File: config.mk
export PLATFORM = sky130hd
export DESIGN_NAME = psx_ctrl
export DESIGN_NICKNAME = d
export VERILOG_FILES = /design/src/rtl/psx_pkg.sv /design/src/rtl/psx_ctrl.sv
export SDC_FILE = /design/constraint.sdc
export NUM_CORES = 1
export LEC_CHECK = 0
export ABC_CLOCK_PERIOD_IN_PS = 2200
export BUFFER_PORTS_ARGS = -buffer_cell sky130_fd_sc_hd__buf_4
export CORE_MARGIN = 2
export CORE_UTILIZATION = 35
export DETAILED_ROUTE_END_ITERATION = 10
export HOLD_SLACK_MARGIN = 0.1
export PLACE_DENSITY = 0.68
export SYNTH_ARGS = -nofsm -noshare
export SYNTH_HDL_FRONTEND = slang
export SYNTH_SLANG_ARGS = --single-unit
export TNS_END_PERCENT = 5
File: constraint.sdc
create_clock -name clk -period 2.2 [get_ports clk]
set_input_delay 0.44 -clock clk [delete_from_list [all_inputs] [get_ports clk]]
set_output_delay 0.44 -clock clk [all_outputs]
set_load 0.01 [all_outputs]
File: src/rtl/psx_pkg.sv
// Package for the point sorter: shared control types.
// Used by psx_cell, psx_ctrl and point_sort_by_x_unit. No dependencies.
package psx_pkg;

  // Sequencer phases: collect points, then stream them out in order.
  typedef enum logic [0:0] {
    ST_LOAD  = 1'b0,
    ST_DRAIN = 1'b1
  } psx_state_t;

  // Command broadcast from the sequencer to every cell of the chain.
  typedef struct packed {
    logic insert;  // place the broadcast point at its sorted position
    logic drain;   // shift the whole chain one place toward cell zero
  } cell_ctl_t;

endpackage

File: src/rtl/psx_ctrl.sv
// Sequencer of the point sorter: point count, overflow flag, load/drain phase.
// Depends on psx_pkg for the phase enum and the cell command type.
module psx_ctrl import psx_pkg::*; #(
  parameter int MAX_POINTS = 64,
  parameter int CNT_W      = 7
) (
  input  logic             clk,
  input  logic             rst_n,
  input  logic             in_valid,
  input  logic             in_last,
  input  logic             out_ready,
  output logic             in_ready,
  output logic             out_valid,
  output logic             out_last,
  output logic             ovf,
  output cell_ctl_t        ctl,
  output logic [CNT_W-1:0] count
);

  localparam logic [CNT_W-1:0] FULL = CNT_W'(MAX_POINTS);
  localparam logic [CNT_W-1:0] ONE  = CNT_W'(1);

  psx_state_t       state_r, state_nxt;
  logic [CNT_W-1:0] count_r, count_nxt;
  logic             ovf_r, ovf_nxt;

  always_ff @(posedge clk) begin
    if (!rst_n) begin
      state_r <= ST_LOAD;
      count_r <= '0;
      ovf_r   <= 1'b0;
    end else begin
      state_r <= state_nxt;
      count_r <= count_nxt;
      ovf_r   <= ovf_nxt;
    end
  end

  always_comb begin
    state_nxt  = state_r;
    count_nxt  = count_r;
    ovf_nxt    = ovf_r;
    ctl        = '0;
    in_ready   = 1'b0;
    out_valid  = 1'b0;
    unique case (state_r)
      ST_LOAD: begin
        in_ready = 1'b1;
        if (in_valid) begin
          if (count_r != FULL) begin
            ctl.insert = 1'b1;
            count_nxt  = count_r + ONE;
          end else begin
            ovf_nxt = 1'b1;
          end
          if (in_last) begin
            state_nxt = ST_DRAIN;
          end
        end
      end
      ST_DRAIN: begin
        out_valid = 1'b1;
        if (out_ready) begin
          ctl.drain = 1'b1;
          count_nxt = count_r - ONE;
          if (count_r == ONE) begin
            state_nxt = ST_LOAD;
            ovf_nxt   = 1'b0;
          end
        end
      end
    endcase
  end

  assign out_last = (count_r == ONE);
  assign ovf      = ovf_r;
  assign count    = count_r;

  a_count_bound: assert property (@(posedge clk) disable iff (!rst_n)
    count_r <= FULL) else $error("point count beyond capacity");

  a_drain_nonempty: assert property (@(posedge clk) disable iff (!rst_n)
    state_r == ST_DRAIN |-> count_r != '0) else $error("draining an empty set");

  a_last_starts_drain: assert property (@(posedge clk) disable iff (!rst_n)
    (state_r == ST_LOAD && in_valid && in_last) |=> state_r == ST_DRAIN)
    else $error("end of set did not start the drain");

  a_drain_end: assert property (@(posedge clk) disable iff (!rst_n)
    (state_r == ST_DRAIN && out_ready && count_r == ONE)
    |=> (state_r == ST_LOAD && count_r == '0 && !ovf_r))
    else $error("set not cleared after its final word");

  a_full_sets_ovf: assert property (@(posedge clk) disable iff (!rst_n)
    (state_r == ST_LOAD && in_valid && count_r == FULL) |=> ovf_r)
    else $error("dropped point did not raise overflow");

endmodule

==> summary.txt, run 1 <==
Outcome
  • Status: finished clean

Die
  • Die Y: 45.1 um
  • Row count: 14
  • Top-level I/O count: 18
  • Die area: 2030 um2
  • Die W: 45.1 um
  • Core ar.: 1540 um2
  • Initial Util: 38.3%

Timing
  • Worst path setup slack after routing: 105 ps
  • Setup TNS: 0 ps
  • Fin Hold WS: 459 ps
  • Clk_skew: 5.79 ps
  • RSZ-0062 raised after global routing: false
  • Min cycle time layout: 2100 ps
  • Relative slew slack: 68.3%
  • Fmax: 0.477 GHz
  • Fin. Hold Viols: 0
  • # setup viols final: 0
  • Final period util: 95.3%
  • Fin. max-slew vios: 0
  • Actual slew at the worst max-slew pin: 475 ps

Worst setup path
  • Critical path fanouts, max: 9
  • Worst path depth: 3
  • Worst Path Required: 1760 ps
  • CP max stage cell: or4_4
  • Startpoint Class: flop
  • Worst reg2reg path depth: 4
  • Crit path kind: reg -> out
  • Slowest cell delay on critical path: 600 ps
  • CP top delay family: simple AND/OR/NAND/NOR gates
  • Critical-path cell list: or4_4, nor3b_4, buf_4
  • Worst path bufs/invs: 1
  • Worst setup EP type: output pin
  • Worst EP arrival: 1660 ps

Placed design
  • Final GP Congestion: 0.747
  • Placed instance count: 98
  • Pre-CTS WS: 271 ps
  • Final HPWL DP: 969 um
  • Number of port buffers: 17

Synth
  • Largest family of logic cells by synthesized area: simple AND/OR/NAND/NOR gates
  • Cells after synthesis: 68
  • Top_reg_cell synth: dfxtp_1
  • Syn_nets: 77
  • Cell with the most instances after synthesis: nand2_1
  • Synth Area in Compound Gates: 21.0%
  • Area share of fa/ha/maj cells after synthesis: 8.47%
  • Top cell type by total area after synthesis: dfxtp_1
  • Post-Synth XOR/XNOR Area: 2.97%
  • Simple-gate area share of the yosys netlist: 26.5%
  • Synth Register Bits: 9
  • EDFF count, synth: 0
  • Synth Cell Area: 591 um2
  • Post-synthesis mux area share: 5.30%
  • Synth warnings: 0
  • Synth cell types: 31
  • Post-Syn Area per Cell: 8.68 um2
  • Sequential area share after synthesis: 30.5%
  • Post-synth ARST share: 0%
  • Area contributors post-synth: dfxtp_1, ha_1, nand2_1, a21boi_1, o31ai_4
  • Commonest cells in the netlist: nand2_1, dfxtp_1, a21oi_1, ha_1
  • Synth top area share: 30.5%

Cells and area
  • Final core occ: 49.0%
  • Share of post-route cells with drive strength above 1: 29.1%
  • Non-Filler Instances: 102
  • Post-layout net count: 96
  • Inserted Diodes: 0
  • Layout area overhead: 28.0%

Drt
  • Detailed Route Iter0 Violations: 7
  • WL final: 1360 um
  • DRC viols: 0
  • Avg WL per Cell: 13.4 um
  • Via/cell ratio: 5.36
  • Via count: 547
  • Post-route ant nets: 0
  • Drt pass-1 iters: 4

Power
  • Static Leak: 0.328 nW
  • Clock power frac: 28.6%
  • Int Pwr: 324 uW
  • Cell area power density: 651 nW/um2
  • Sequential share of power: 41.0%
  • Peak supply drop: 0.345 mV
  • Switching fraction of total power: 34.1%
  • Combinational Power Share: 30.3%
  • Sw power: 168 uW

CTS
  • Clock transition at path regs: 70 ps
  • Sink Count: 9
  • Post-CTS Setup Repair Bufs: 0
  • Htree depth: 1
  • Hold_buf cts: 0
  • Total CTS buffers: 3
  • Max clock buf depth: 2
  • Clock Latency Late Sink: 270 ps
  • Clk root buf: clkbuf_4
  • CTS tree: yes
  • Post-CTS sizing: 1

Global route
  • GRT Overall Usage: 14.9%
  • Vias in the first global route: 489
  • Total gr overflow: 0
  • Largest net degree at the start of global routing: 12
  • Initial antenna violation count: 0
  • First-pass GRT wire length: 2180 um

Run
  • Max-Cap Viols: 0

Hold path
  • Hold Crit Depth: 3
  • Worst Hold Class: in -> reg
[final timing paths]
check / endpoint / slack [ps] / from
hold / removal: state_r$_SDFF_PN0_ / 460 / rst_n
setup / recovery: out_last / 100 / count[2]$_SDFFE_PN0P_
setup reg to reg: count[2]$_SDFFE_PN0P_ / 340 / count[2]$_SDFFE_PN0P_
hold reg to reg: count[5]$_SDFFE_PN0P_ / 540 / count[5]$_SDFFE_PN0P_
[flip-flops by register name, indices dropped and copies added, names as in the netlist]
name,count
count,7
ovf,1
state_r,1
[worst min-delay path, delay by kind of cell]
kind | cells | cell delay [ps]
AOI/OAI and AO/OA | 1 | 30
and+or+nand+nor | 1 | 60
buffers and inverters | 1 | 150
[placed cells by master (no fill, tap or decap), drive strengths merged, types with 2 or more instances in the layout]
master	count
nand2b	2
or3	3
a21boi	4
clkbuf	4
and2	2
nor2	2
mux2i	2
o21ai	3
buf	17
nor3b	2
a21oi	4
dfxtp	9
ha	4
nand2	11
inv	3
[through the flow]
stage	area, um2	total power, mW
floorplan	591	0.297
global placement	718	0.345
detailed placement	718	0.349
CTS	749	0.487
global route	756	0.515
finish	756	0.492
[per-layer routing]
layer | track usage (%) | share of wire [%]
met1 | 18.4 | 44
met5 | 0 | 0
met4 | 8.82 | 1.5
met3 | 2.40 | 6.7
met2 | 24.3 | 48
[logic make-up (layout without fill, tap and decap cells)]
kind of cell,count (synthesis),after routing
DFF,9,9
adders and majority gates,4,4
xor gates and xnor gates,2,2
buffers and inverters,6,24
AOI/OAI and AO/OA,16,16
muxes,3,3
and+or+nand+nor,28,28
[cell type report]
type,instances,area [um2]
sequential,9,180
tap,16,20.0
timing repair buffer,17,128
inverter,3,11.3
clock buffer,4,26.3
multi-input combinational,53,390
fill,143,786
[power by group through the flow]
stage,combinational [mW],sequential [mW],clock (mW)
3_5_place_dp,0.144,0.204,0
4_1_cts,0.147,0.201,0.140
2_1_floorplan,0.0934,0.204,0
5_1_grt,0.165,0.205,0.146
6_report,0.149,0.202,0.141
3_3_place_gp,0.142,0.203,0
No activity file was read; power rests on OpenSTA's default activity.
==> run 2, diff against run 1 <==
- ABC_CLOCK_PERIOD_IN_PS: 2200 -> 2300
- CAP_MARGIN: default -> 30
- clock period: 2.2 -> 2.3 ns (I/O delays scaled with it)
==> summary.txt, run 2 (synthesis results as in run 1) <==
Global route
  • Initial antenna violation count: 0
  • First-pass GRT wire length: 2190 um
  • Total gr overflow: 0
  • Vias in the first global route: 517
  • Largest net degree at the start of global routing: 12
  • GRT Overall Usage: 15.2%

Timing
  • Min cycle time layout: 2130 ps
  • Final period util: 92.8%
  • Setup TNS: 0 ps
  • Fin. max-slew vios: 0
  • Actual slew at the worst max-slew pin: 467 ps
  • Clk_skew: 4.85 ps
  • # setup viols final: 0
  • Fmax: 0.468 GHz
  • Fin Hold WS: 487 ps
  • RSZ-0062 raised after global routing: false
  • Fin. Hold Viols: 0
  • Relative slew slack: 68.9%

Worst setup path
  • Critical-path cell list: or4_4, nor3b_2, buf_4
  • CP top delay family: simple AND/OR/NAND/NOR gates
  • Critical path fanouts, max: 9
  • Startpoint Class: flop
  • Worst Path Required: 1840 ps
  • Worst setup EP type: output pin
  • Slowest cell delay on critical path: 590 ps
  • CP max stage cell: or4_4
  • Worst path bufs/invs: 1
  • Worst EP arrival: 1670 ps
  • Crit path kind: reg -> out

CTS
  • CTS tree: yes
  • Clock Latency Late Sink: 260 ps
  • Clk root buf: clkbuf_4
  • Sink Count: 9
  • Htree depth: 1
  • Total CTS buffers: 3
  • Clock transition at path regs: 60 ps
  • Hold_buf cts: 0
  • Max clock buf depth: 2

Cells and area
  • Most frequent cells in the layout: buf_4, nand2_1, dfxtp_1, a21oi_1, ha_1
  • Post-layout net count: 96
  • Layout area overhead: 26.9%
  • Commonest non-fill, non-tap cell in the layout: buf_4
  • Fillers: 153
  • Max reg flops: 7
  • Inserted Diodes: 0
  • Share of post-route cells with drive strength above 1: 29.1%

Outcome
  • Status: finished clean

Drt
  • WL final: 1340 um
  • Via count: 576
  • Detailed Route Iter0 Violations: 16
  • Via/cell ratio: 5.65
  • Post-route ant nets: 0
  • Drt pass-1 iters: 5
  • DRC viols: 0
  • Avg WL per Cell: 13.1 um

Die
  • Top-level I/O count: 18
  • Row count: 14
  • Die W: 45.1 um
  • Initial Util: 38.3%
  • Core ar.: 1540 um2
  • Die Y: 45.1 um
  • Die area: 2030 um2

Power
  • Cell area power density: 611 nW/um2
  • Peak supply drop: 0.325 mV
  • Static Leak: 0.329 nW
  • Tot Pwr: 458 uW

Placed design
  • Final HPWL DP: 960 um
  • Number of port buffers: 17
  • Final GP Congestion: 0.743

Hold path
  • Worst Hold Class: in -> reg

Run
  • Max-Cap Viols: 0
-- run 2: timing repair --
action	in CTS	in global routing
endpoints found under the hold margin	0	0
endpoints found under the setup margin	0	1
setup buffers	0	0
resized for setup	0	1
-- run 2: path summary, 6_finish.rpt --
kind	start	to	slack, ps	cells past startpoint
max reg2reg	count[2]$_SDFFE_PN0P_	count[2]$_SDFFE_PN0P_	440	4
max	count[2]$_SDFFE_PN0P_	out_last	170	3
min	rst_n	state_r$_SDFF_PN0_	490	3
min reg2reg	count[5]$_SDFFE_PN0P_	count[5]$_SDFFE_PN0P_	500	2
-- run 2: stage by stage --
stage | cells | instance area, um2 | setup slack [ps] | util (%)
2_1_floorplan | 68 | 591 | 436 | -
3_3_place_gp | 98 | 718 | 375 | 46.6
3_5_place_dp | 98 | 718 | 322 | 46.6
4_1_cts | 102 | 744 | 24.5 | 48.3
5_1_grt | 102 | 749 | 78.5 | 48.6
6_report | 102 | 749 | 165 | 48.6
-- run 2: per-layer routing --
metal	GRT usage [%]	vias up	part of all wire, %
li1	-	275	-
met1	17.8	271	42
met2	25.1	24	47
met3	7.20	6	8.7
met4	3.53	0	1.9
met5	0	-	0
-- run 2: worst reg2reg max path: stages, from the launching register on --
cell and delay [ps]:
dfxtp_1 390, or4_4 600, o31ai_4 490, a21oi_1 120, mux2i_1 150
-- run 2: cell type report --
| type | instances | area, um2 | area share, % |
|---|---|---|---|
| repair buffers | 17 | 128 | 17.0 |
| multi-input cells | 53 | 384 | 51.3 |
| well taps | 16 | 20.0 | 2.67 |
| flip-flops and latches | 9 | 180 | 24.0 |
| inverters | 3 | 11.3 | 1.50 |
| clock buffers | 4 | 26.3 | 3.51 |
-- run 2: power by group --
| part | total [mW] | switching [mW] | leakage [nW] | internal (mW) |
|---|---|---|---|---|
| clock | 0.125 | 0.0584 | 0.0150 | 0.0670 |
| combinational | 0.140 | 0.0681 | 0.240 | 0.0714 |
| sequential | 0.193 | 0.0235 | 0.0736 | 0.169 |
| total | 0.458 | 0.150 | 0.329 | 0.308 |
