==> config.mk <==
export PLATFORM = sky130hd
export DESIGN_NAME = psx_cell
export DESIGN_NICKNAME = d
export VERILOG_FILES = /design/src/rtl/psx_pkg.sv /design/src/rtl/psx_cell.sv
export SDC_FILE = /design/constraint.sdc
export NUM_CORES = 1
export LEC_CHECK = 0
export ABC_AREA = 1
export ABC_CLOCK_PERIOD_IN_PS = 2800
export BUFFER_PORTS_ARGS = -buffer_cell sky130_fd_sc_hd__clkbuf_2
export CAP_MARGIN = 20
export CORE_MARGIN = 5
export CORE_UTILIZATION = 43
export CTS_CLUSTER_SIZE = 10
export DETAILED_ROUTE_END_ITERATION = 6
export GPL_TIMING_DRIVEN = 0
export HOLD_SLACK_MARGIN = 0.02
export PLACE_DENSITY = 0.81
export SYNTH_ARGS = -nofsm -noshare
export SYNTH_HDL_FRONTEND = slang
export SYNTH_SLANG_ARGS = --single-unit
export TNS_END_PERCENT = 10
==> constraint.sdc <==
create_clock -name clk -period 2.8 [get_ports clk]
set_input_delay 0.56 -clock clk [delete_from_list [all_inputs] [get_ports clk]]
set_output_delay 0.56 -clock clk [all_outputs]
set_load 0.1 [all_outputs]
==> src/rtl/psx_pkg.sv <==
// Package for the point sorter: shared control types.
// Used by psx_cell, psx_ctrl and point_sort_by_x_unit. No dependencies.
package psx_pkg;

  // Sequencer phases: collect points, then stream them out in order.
  typedef enum logic [0:0] {
    ST_LOAD  = 1'b0,
    ST_DRAIN = 1'b1
  } psx_state_t;

  // Command broadcast from the sequencer to every cell of the chain.
  typedef struct packed {
    logic insert;  // place the broadcast point at its sorted position
    logic drain;   // shift the whole chain one place toward cell zero
  } cell_ctl_t;

endpackage

==> src/rtl/psx_cell.sv <==
// One cell of the sorting chain: holds one point and trades it with neighbors.
// Depends on psx_pkg for the cell command type.
module psx_cell import psx_pkg::*; #(
  parameter int COORD_BITS = 16
) (
  input  logic                  clk,
  input  cell_ctl_t             ctl,
  input  logic                  occ,      // this cell holds a point of the set
  input  logic [COORD_BITS-1:0] new_x,
  input  logic [COORD_BITS-1:0] new_y,
  input  logic                  prev_ge,  // the cell before also gives way
  input  logic [COORD_BITS-1:0] prev_x,
  input  logic [COORD_BITS-1:0] prev_y,
  input  logic [COORD_BITS-1:0] next_x,
  input  logic [COORD_BITS-1:0] next_y,
  output logic                  ge,
  output logic [COORD_BITS-1:0] x,
  output logic [COORD_BITS-1:0] y
);

  logic [COORD_BITS-1:0] x_r, x_nxt;
  logic [COORD_BITS-1:0] y_r, y_nxt;

  // A cell gives way when it is empty or its key is not below the new key,
  // so a new point lands ahead of all equal keys.
  assign ge = !occ || (x_r >= new_x);
  assign x  = x_r;
  assign y  = y_r;

  always_comb begin
    x_nxt = x_r;
    y_nxt = y_r;
    if (ctl.drain) begin
      x_nxt = next_x;
      y_nxt = next_y;
    end else if (ctl.insert && ge) begin
      if (prev_ge) begin
        x_nxt = prev_x;
        y_nxt = prev_y;
      end else begin
        x_nxt = new_x;
        y_nxt = new_y;
      end
    end
  end

  always_ff @(posedge clk) begin
    x_r <= x_nxt;
    y_r <= y_nxt;
  end

endmodule

==> report_table.html, run 1 <==
<table>
<tr><th>Metric</th><th>Value</th></tr>
<tr><th colspan="2">Synth</th></tr>
<tr><td>Part of the Yosys area used for sequential elements</td><td>45.1%</td></tr>
<tr><td>Post-synthesis area per instance</td><td>9.03 sq um</td></tr>
<tr><td>Largest area contributor in the netlist</td><td>sky130_fd_sc_hd__edfxtp_1</td></tr>
<tr><td>Most used flip-flop cell after synthesis</td><td>sky130_fd_sc_hd__edfxtp_1</td></tr>
<tr><td>Area share of the largest cell type after synthesis</td><td>45.1%</td></tr>
<tr><td>Distinct cells, synth</td><td>19</td></tr>
<tr><td>Synthesized net count</td><td>353</td></tr>
<tr><td>Yosys reg bits</td><td>32</td></tr>
<tr><td>Share of async-settable or async-resettable flops after synthesis</td><td>0%</td></tr>
<tr><td>Synth Instances</td><td>236</td></tr>
<tr><td>Number of flops mapped to enable cells by yosys</td><td>32</td></tr>
<tr><td>Syn. warnings</td><td>0</td></tr>
<tr><td>Post-synthesis instance area</td><td>0.00213 sq mm</td></tr>
<tr><td>Top cells by area, synth</td><td>sky130_fd_sc_hd__edfxtp_1, sky130_fd_sc_hd__a21oi_1, sky130_fd_sc_hd__ha_1</td></tr>
<tr><th colspan="2">Die</th></tr>
<tr><td>Count of pins on the block boundary</td><td>134</td></tr>
<tr><td>Placeable Area</td><td>0.00475 sq mm</td></tr>
<tr><td>Die extent in x</td><td>80.4 um</td></tr>
<tr><td>Starting density of the core</td><td>44.8%</td></tr>
<tr><td>Full die area</td><td>0.00646 sq mm</td></tr>
<tr><td>Number of standard-cell rows in the floorplan</td><td>25</td></tr>
<tr><td>Floorplan die height</td><td>80.4 um</td></tr>
<tr><th colspan="2">Setup path</th></tr>
<tr><td>Kind of launch point of the worst setup path</td><td>flop</td></tr>
<tr><td>Crit path largest cell delay</td><td>0.45 ns</td></tr>
<tr><td>Cell mode on critical path</td><td>sky130_fd_sc_hd__nand2_1</td></tr>
<tr><td>Cell at the slowest stage of the critical path</td><td>sky130_fd_sc_hd__clkbuf_2</td></tr>
<tr><td>CP top delay family</td><td>simple AND/OR/NAND/NOR gates</td></tr>
<tr><td>Number of buffer and inverter stages on the critical path</td><td>1</td></tr>
<tr><td>Required @ worst endpoint</td><td>2.24 ns</td></tr>
<tr><td>Slack of the worst reg-to-reg path</td><td>0.77 ns</td></tr>
<tr><td>Cells traversed along the worst timing path</td><td>ha_1, nand2_1, nor2_1, nor2_1, nand2_1, nand2_1, nand2_1, nand2_1, nand2_4, clkbuf_2</td></tr>
<tr><td>Worst-path fanout max</td><td>2</td></tr>
<tr><td>Setup crit end kind</td><td>output port</td></tr>
<tr><td>Arrival time worst endpoint</td><td>1.98 ns</td></tr>
<tr><td>Critical path class</td><td>reg -&gt; out</td></tr>
<tr><th colspan="2">Power and ir drop</th></tr>
<tr><td>Proportion of power drawn by flip-flops and latches</td><td>35.0%</td></tr>
<tr><td>Relative contribution of combinational cells to total power</td><td>39.7%</td></tr>
<tr><td>Worst voltage drop across the vdd grid</td><td>331 uV</td></tr>
<tr><td>Net switching component of the power</td><td>724 uW</td></tr>
<tr><td>Internal power contribution</td><td>1020 uW</td></tr>
<tr><td>Power per standard cell area</td><td>580 mW/mm^2</td></tr>
<tr><td>Leakage</td><td>0.00153 uW</td></tr>
<tr><td>Sw frac</td><td>41.6%</td></tr>
<tr><td>Share of total power in the clock network</td><td>25.4%</td></tr>
<tr><th colspan="2">Detailed routing</th></tr>
<tr><td>First-pass iteration count of the detailed router</td><td>4</td></tr>
<tr><td>Via density</td><td>4.95</td></tr>
<tr><td>Routed wire length</td><td>6260 um</td></tr>
<tr><td>Remaining antenna violation count after routing</td><td>0</td></tr>
<tr><td>Residual DRC</td><td>0</td></tr>
<tr><td>Drt wl/cell</td><td>14.1 um</td></tr>
<tr><td>Number of vias in the routed layout</td><td>2192</td></tr>
<tr><td>Number of DRC markers in iteration 0</td><td>89</td></tr>
<tr><th colspan="2">Min path</th></tr>
<tr><td>Type of the most critical hold path</td><td>in -&gt; reg</td></tr>
<tr><th colspan="2">Final layout</th></tr>
<tr><td>Leading cell types in the layout, fill and taps excluded</td><td>sky130_fd_sc_hd__clkbuf_2, sky130_fd_sc_hd__nand2_1, sky130_fd_sc_hd__a21oi_1</td></tr>
<tr><td>Ant. Diodes</td><td>0</td></tr>
<tr><td>Most common library cell in the layout ignoring fill and taps</td><td>sky130_fd_sc_hd__clkbuf_2</td></tr>
<tr><td>Area overhead of the layout relative to synthesis</td><td>40.8%</td></tr>
<tr><td>Fin util</td><td>63.1%</td></tr>
<tr><td>Fillcell total</td><td>444</td></tr>
<tr><td># nets final</td><td>492</td></tr>
<tr><td>Layout cells sized above 1</td><td>43.6%</td></tr>
<tr><th colspan="2">Job</th></tr>
<tr><td>Number of maximum-capacitance violations</td><td>0</td></tr>
<tr><th colspan="2">STA</th></tr>
<tr><td>Slew of the pin with the lowest slew margin</td><td>0.562 ns</td></tr>
<tr><td>Final-layout setup total negative slack</td><td>0 ns</td></tr>
<tr><td>Count of final hold-check violations</td><td>0</td></tr>
<tr><td>Final Skew</td><td>0.00603 ns</td></tr>
<tr><td>Maximum clock frequency</td><td>0.394 GHz</td></tr>
<tr><td>Post-layout minimum cycle time</td><td>2.54 ns</td></tr>
<tr><td>Max_slew headroom</td><td>62.7%</td></tr>
<tr><td>Max-slew violation count</td><td>0</td></tr>
<tr><td>RSZ-0062 raised after global routing</td><td>no</td></tr>
<tr><td>Share of the clock period used by the worst path</td><td>90.6%</td></tr>
<tr><td>Number of endpoints failing setup at the final stage</td><td>0</td></tr>
<tr><th colspan="2">Global routing</th></tr>
<tr><td>Number of global-route vias before repair</td><td>2220</td></tr>
<tr><td>Global route overflow</td><td>0</td></tr>
<tr><td>First-pass GRT wire length</td><td>9540 um</td></tr>
<tr><td>Overall Global Routing Usage</td><td>19.1%</td></tr>
<tr><td>Antenna violations before repair</td><td>0</td></tr>
<tr><td>Largest net degree at the start of global routing</td><td>33</td></tr>
<tr><th colspan="2">Clock network</th></tr>
<tr><td># Post-CTS Setup Buffers</td><td>0</td></tr>
<tr><td>Clock insertion delay at the later pin of the skew report</td><td>0.28 ns</td></tr>
<tr><td>Clock tree from TritonCTS</td><td>yes</td></tr>
<tr><td>Clock Tree Buf Depth</td><td>2</td></tr>
<tr><td>H-tree levels</td><td>2</td></tr>
<tr><td>Clock-pin slew reported for the worst setup and hold paths after clock tree synthesis</td><td>0.07 ns</td></tr>
<tr><td>Buffer type at the clock tree root</td><td>sky130_fd_sc_hd__clkbuf_8</td></tr>
<tr><td>Hold Buf Count CTS</td><td>0</td></tr>
<tr><td>CTS sink cnt</td><td>32</td></tr>
<tr><td>Clock buffers created by TritonCTS</td><td>5</td></tr>
<tr><td>Total of cells resized after clock tree synthesis</td><td>0</td></tr>
<tr><th colspan="2">Place</th></tr>
<tr><td>HPWL after detailed placement</td><td>5070 um</td></tr>
<tr><td>Routability cong.</td><td>0.826</td></tr>
<tr><td>Port bufs</td><td>132</td></tr>
<tr><th colspan="2">Status</th></tr>
<tr><td>Outcome</td><td>finished clean</td></tr>
</table>
power by group through the flow:
| stage | Sequential (uW) | Combinational (uW) | Clock [uW] |
|---|---|---|---|
| 2_1_floorplan | 964 | 187 | 0 |
| 3_3_place_gp | 617 | 682 | 0 |
| 3_5_place_dp | 620 | 692 | 0 |
| 4_1_cts | 610 | 694 | 449 |
| 5_1_grt | 615 | 733 | 469 |
| 6_report | 609 | 690 | 441 |
path summary, 6_finish.rpt:
kind                            startpoint    end  depth (start not counted)
worst min-delay path             next_x[9]   x[9]                          2
worst min register to register       x[14]  y[14]                          7
worst max-delay path                  x[3]     ge                         10
worst max register to register        x[3]   x[2]                         11
area by class of cell:
| class | instances | area, sq um | area share, % |
|---|---|---|---|
| repair buffers | 132 | 661 | 22.0 |
| well taps | 67 | 83.8 | 2.80 |
| flip-flops and latches | 32 | 961 | 32.0 |
| plain buffers | 12 | 101 | 3.38 |
| multi-input cells | 168 | 988 | 33.0 |
| clock buffers | 5 | 68.8 | 2.29 |
| clock inverters | 3 | 42.5 | 1.42 |
| inverters | 24 | 92.6 | 3.09 |
metrics by stage:
stage | total power (uW) | std cells | setup WS (ns) | hold WS [ns] | area [sq um]
floorplan | 1150 | 236 | 0.119 | 0.746 | 2140
global placement | 1300 | 435 | 0.257 | 0.835 | 2890
detailed placement | 1310 | 435 | 0.263 | 0.837 | 2890
CTS | 1750 | 443 | 0.232 | 0.543 | 3000
global route | 1820 | 443 | 0.0970 | 0.542 | 3000
finish | 1740 | 443 | 0.262 | 0.550 | 3000
cells in the mapped netlist (2+ instances only):
cell                       number
sky130_fd_sc_hd__ha_1          16
sky130_fd_sc_hd__buf_4          5
sky130_fd_sc_hd__a21oi_1       44
sky130_fd_sc_hd__nor2_1        24
sky130_fd_sc_hd__inv_1         22
sky130_fd_sc_hd__edfxtp_1      32
sky130_fd_sc_hd__o21ai_0        2
sky130_fd_sc_hd__buf_6          3
sky130_fd_sc_hd__nand2_1       52
sky130_fd_sc_hd__o211ai_2       8
sky130_fd_sc_hd__buf_2          3
sky130_fd_sc_hd__o21a_1        14
sky130_fd_sc_hd__o211ai_1       5
routing by layer:
metal  share of wire (%)  track usage [%]  up-vias
met4                0.89             5.24        0
li1                    -                -     1094
met5                   0                0        -
met3                 6.8             5.04        4
met1                  37             20.2     1016
met2                  55             36.6       78
cell families after synthesis:
family	share of synthesized area, %
simple gates	14.2
fa+ha+maj	9.40
flops	45.1
buf+inv	9.10
compound gates	22.2
registers in the layout, indices dropped and copies added (netlist names):
signal,cells
x,16
y,16
Power figures use the tool's default switching activity.
==> run 2, diff against run 1 <==
CORE_MARGIN = 2   (was 5)
==> report_table.html, run 2 (synthesis gave the netlist of run 1 again) <==
<table>
<tr><th>Metric</th><th>Value</th></tr>
<tr><th colspan="2">Detailed routing</th></tr>
<tr><td>Remaining antenna violation count after routing</td><td>0 (unchanged)</td></tr>
<tr><td>Number of DRC markers in iteration 0</td><td>133 (+49%)</td></tr>
<tr><td>Residual DRC</td><td>0 (unchanged)</td></tr>
<tr><td>Via density</td><td>4.90 (-1.0%)</td></tr>
<tr><td>First-pass iteration count of the detailed router</td><td>4 (unchanged)</td></tr>
<tr><td>Routed wire length</td><td>6060 um (-3.2%)</td></tr>
<tr><td>Drt wl/cell</td><td>13.7 um (-3.2%)</td></tr>
<tr><td>Number of vias in the routed layout</td><td>2169 (-1.0%)</td></tr>
<tr><th colspan="2">Die</th></tr>
<tr><td>Placeable Area</td><td>0.00475 sq mm (unchanged)</td></tr>
<tr><td>Full die area</td><td>0.00553 sq mm (-14%)</td></tr>
<tr><td>Starting density of the core</td><td>44.8% (unchanged)</td></tr>
<tr><td>Floorplan die height</td><td>74.4 um (-7.5%)</td></tr>
<tr><td>Die extent in x</td><td>74.4 um (-7.5%)</td></tr>
<tr><td>Count of pins on the block boundary</td><td>134 (unchanged)</td></tr>
<tr><td>Number of standard-cell rows in the floorplan</td><td>25 (unchanged)</td></tr>
<tr><th colspan="2">Power and ir drop</th></tr>
<tr><td>Proportion of power drawn by flip-flops and latches</td><td>35.1% (about the same)</td></tr>
<tr><td>Sw frac</td><td>41.5% (-0.14 points)</td></tr>
<tr><td>Net switching component of the power</td><td>721 uW (-0.48%)</td></tr>
<tr><td>Leakage</td><td>0.00153 uW (about the same)</td></tr>
<tr><td>Relative contribution of combinational cells to total power</td><td>39.6% (about the same)</td></tr>
<tr><td>Worst voltage drop across the vdd grid</td><td>327 uV (-1.2%)</td></tr>
<tr><td>Internal power contribution</td><td>1020 uW (+0.12%)</td></tr>
<tr><td>Power per standard cell area</td><td>580 mW/mm^2 (about the same)</td></tr>
<tr><td>Share of total power in the clock network</td><td>25.2% (-0.2 points)</td></tr>
<tr><th colspan="2">Clock network</th></tr>
<tr><td>Total of cells resized after clock tree synthesis</td><td>0 (unchanged)</td></tr>
<tr><td>Clock buffers created by TritonCTS</td><td>5 (unchanged)</td></tr>
<tr><td>Buffer type at the clock tree root</td><td>sky130_fd_sc_hd__clkbuf_8</td></tr>
<tr><td>Clock-pin slew reported for the worst setup and hold paths after clock tree synthesis</td><td>0.07 ns (about the same)</td></tr>
<tr><td>CTS sink cnt</td><td>32 (unchanged)</td></tr>
<tr><td>Clock Tree Buf Depth</td><td>2 (unchanged)</td></tr>
<tr><td>Clock tree from TritonCTS</td><td>yes</td></tr>
<tr><td>Hold Buf Count CTS</td><td>0 (unchanged)</td></tr>
<tr><td># Post-CTS Setup Buffers</td><td>0 (unchanged)</td></tr>
<tr><td>Clock insertion delay at the later pin of the skew report</td><td>0.28 ns (about the same)</td></tr>
<tr><td>H-tree levels</td><td>2 (unchanged)</td></tr>
<tr><th colspan="2">STA</th></tr>
<tr><td>Max_slew headroom</td><td>62.2% (-0.45 points)</td></tr>
<tr><td>Final Skew</td><td>0.00681 ns (+0.000781 ns)</td></tr>
<tr><td>Max-slew violation count</td><td>0 (unchanged)</td></tr>
<tr><td>Slew of the pin with the lowest slew margin</td><td>0.569 ns (+0.00672 ns)</td></tr>
<tr><td>Share of the clock period used by the worst path</td><td>91.7% (+1.1 points)</td></tr>
<tr><td>Maximum clock frequency</td><td>0.389 GHz (-1.2%)</td></tr>
<tr><td>RSZ-0062 raised after global routing</td><td>no</td></tr>
<tr><td>Number of endpoints failing setup at the final stage</td><td>0 (unchanged)</td></tr>
<tr><td>Worst hold margin</td><td>0.556 ns (+0.00527 ns)</td></tr>
<tr><td>Post-layout minimum cycle time</td><td>2.57 ns (+0.0305 ns)</td></tr>
<tr><td>Count of final hold-check violations</td><td>0 (unchanged)</td></tr>
<tr><td>Final-layout setup total negative slack</td><td>0 ns (unchanged)</td></tr>
<tr><th colspan="2">Place</th></tr>
<tr><td>HPWL after detailed placement</td><td>4710 um (-7.2%)</td></tr>
<tr><td>Routability cong.</td><td>0.774 (-6.3%)</td></tr>
<tr><td>Port bufs</td><td>132 (unchanged)</td></tr>
<tr><th colspan="2">Global routing</th></tr>
<tr><td>Number of global-route vias before repair</td><td>1980 (-11%)</td></tr>
<tr><td>Antenna violations before repair</td><td>0 (unchanged)</td></tr>
<tr><td>First-pass GRT wire length</td><td>8930 um (-6.4%)</td></tr>
<tr><td>Global route overflow</td><td>0 (unchanged)</td></tr>
<tr><td>Largest net degree at the start of global routing</td><td>33 (unchanged)</td></tr>
<tr><td>Overall Global Routing Usage</td><td>21.4% (+2.3 points)</td></tr>
<tr><th colspan="2">Final layout</th></tr>
<tr><td>Area overhead of the layout relative to synthesis</td><td>40.6%</td></tr>
<tr><td>Most common library cell in the layout ignoring fill and taps</td><td>sky130_fd_sc_hd__clkbuf_2</td></tr>
<tr><td>Register area</td><td>961 sq um (unchanged)</td></tr>
<tr><td>Leading cell types in the layout, fill and taps excluded</td><td>sky130_fd_sc_hd__clkbuf_2, sky130_fd_sc_hd__nand2_1, sky130_fd_sc_hd__a21oi_1</td></tr>
<tr><td># nets final</td><td>492 (unchanged)</td></tr>
<tr><td>Area occupied by multi-input gates</td><td>988 sq um (unchanged)</td></tr>
<tr><td>Layout cells sized above 1</td><td>43.4% (-0.27 points)</td></tr>
<tr><td>Ant. Diodes</td><td>0 (unchanged)</td></tr>
<tr><td>Fillcell total</td><td>457 (+2.9%)</td></tr>
<tr><td>Fin util</td><td>63.0% (-0.079 points)</td></tr>
<tr><th colspan="2">Setup path</th></tr>
<tr><td>Worst-path fanout max</td><td>2 (unchanged)</td></tr>
<tr><td>Kind of launch point of the worst setup path</td><td>flop</td></tr>
<tr><td>Required @ worst endpoint</td><td>2.24 ns (about the same)</td></tr>
<tr><td>Setup crit end kind</td><td>output port</td></tr>
<tr><td>Arrival time worst endpoint</td><td>2.01 ns (+0.03 ns)</td></tr>
<tr><td>Critical path class</td><td>reg -&gt; out</td></tr>
<tr><th colspan="2">Status</th></tr>
<tr><td>Outcome</td><td>finished clean</td></tr>
<tr><th colspan="2">Job</th></tr>
<tr><td>Number of maximum-capacitance violations</td><td>0 (unchanged)</td></tr>
<tr><th colspan="2">Min path</th></tr>
<tr><td>Type of the most critical hold path</td><td>in -&gt; reg</td></tr>
</table>
-- run 2: metrics by stage --
stage,area (sq um),worst slack (ns),instances,total power [uW]
final,3000,0.231,443,1740
after global routing,3000,0.115,443,1810
after CTS,3000,0.206,443,1750
after detailed placement,2890,0.249,435,1310
after global placement,2890,0.256,435,1300
after floorplan,2140,0.119,236,1150
-- run 2: power by group through the flow --
stage	sequential, uW	combinational [uW]	clock [uW]
3_3_place_gp	618	679	0
2_1_floorplan	964	187	0
4_1_cts	611	692	446
6_report	611	689	438
3_5_place_dp	622	690	0
5_1_grt	615	733	461
-- run 2: critical path, stage by stage (launching register included) --
cell and delay (ns):
sky130_fd_sc_hd__edfxtp_1 0.42, sky130_fd_sc_hd__ha_1 0.32, sky130_fd_sc_hd__nand2_1 0.07, sky130_fd_sc_hd__nor2_1 0.10
sky130_fd_sc_hd__nor2_1 0.04, sky130_fd_sc_hd__nand2_1 0.05, sky130_fd_sc_hd__nand2_1 0.05, sky130_fd_sc_hd__nand2_1 0.08
sky130_fd_sc_hd__nand2_1 0.09, sky130_fd_sc_hd__nand2_4 0.07, sky130_fd_sc_hd__clkbuf_2 0.44
-- run 2: path summary, 6_finish.rpt --
path	from	to	slack, ns	cells after the start
max	x[3]	ge	0.23	10
min	next_x[12]	x[12]	0.56	2
max reg2reg	x[3]	y[10]	0.73	11
min reg2reg	x[14]	x[0]	1.42	7
-- run 2: area by class of cell --
type / count / share of cell area [%]
inverter: 24 / 3.09
clock inverter: 2 / 1.17
buffer: 12 / 3.38
multi-input combinational: 168 / 33.0
timing repair buffer: 132 / 22.1
clock buffer: 6 / 2.42
tap: 67 / 2.80
sequential: 32 / 32.1
-- run 2: layer usage --
metal	track usage [%]	up-vias	share of wire (%)
met5	0	-	0
met4	5.75	0	0.82
met3	4.34	4	5.6
met2	37.6	79	53
met1	26.7	994	41
li1	-	1092	-
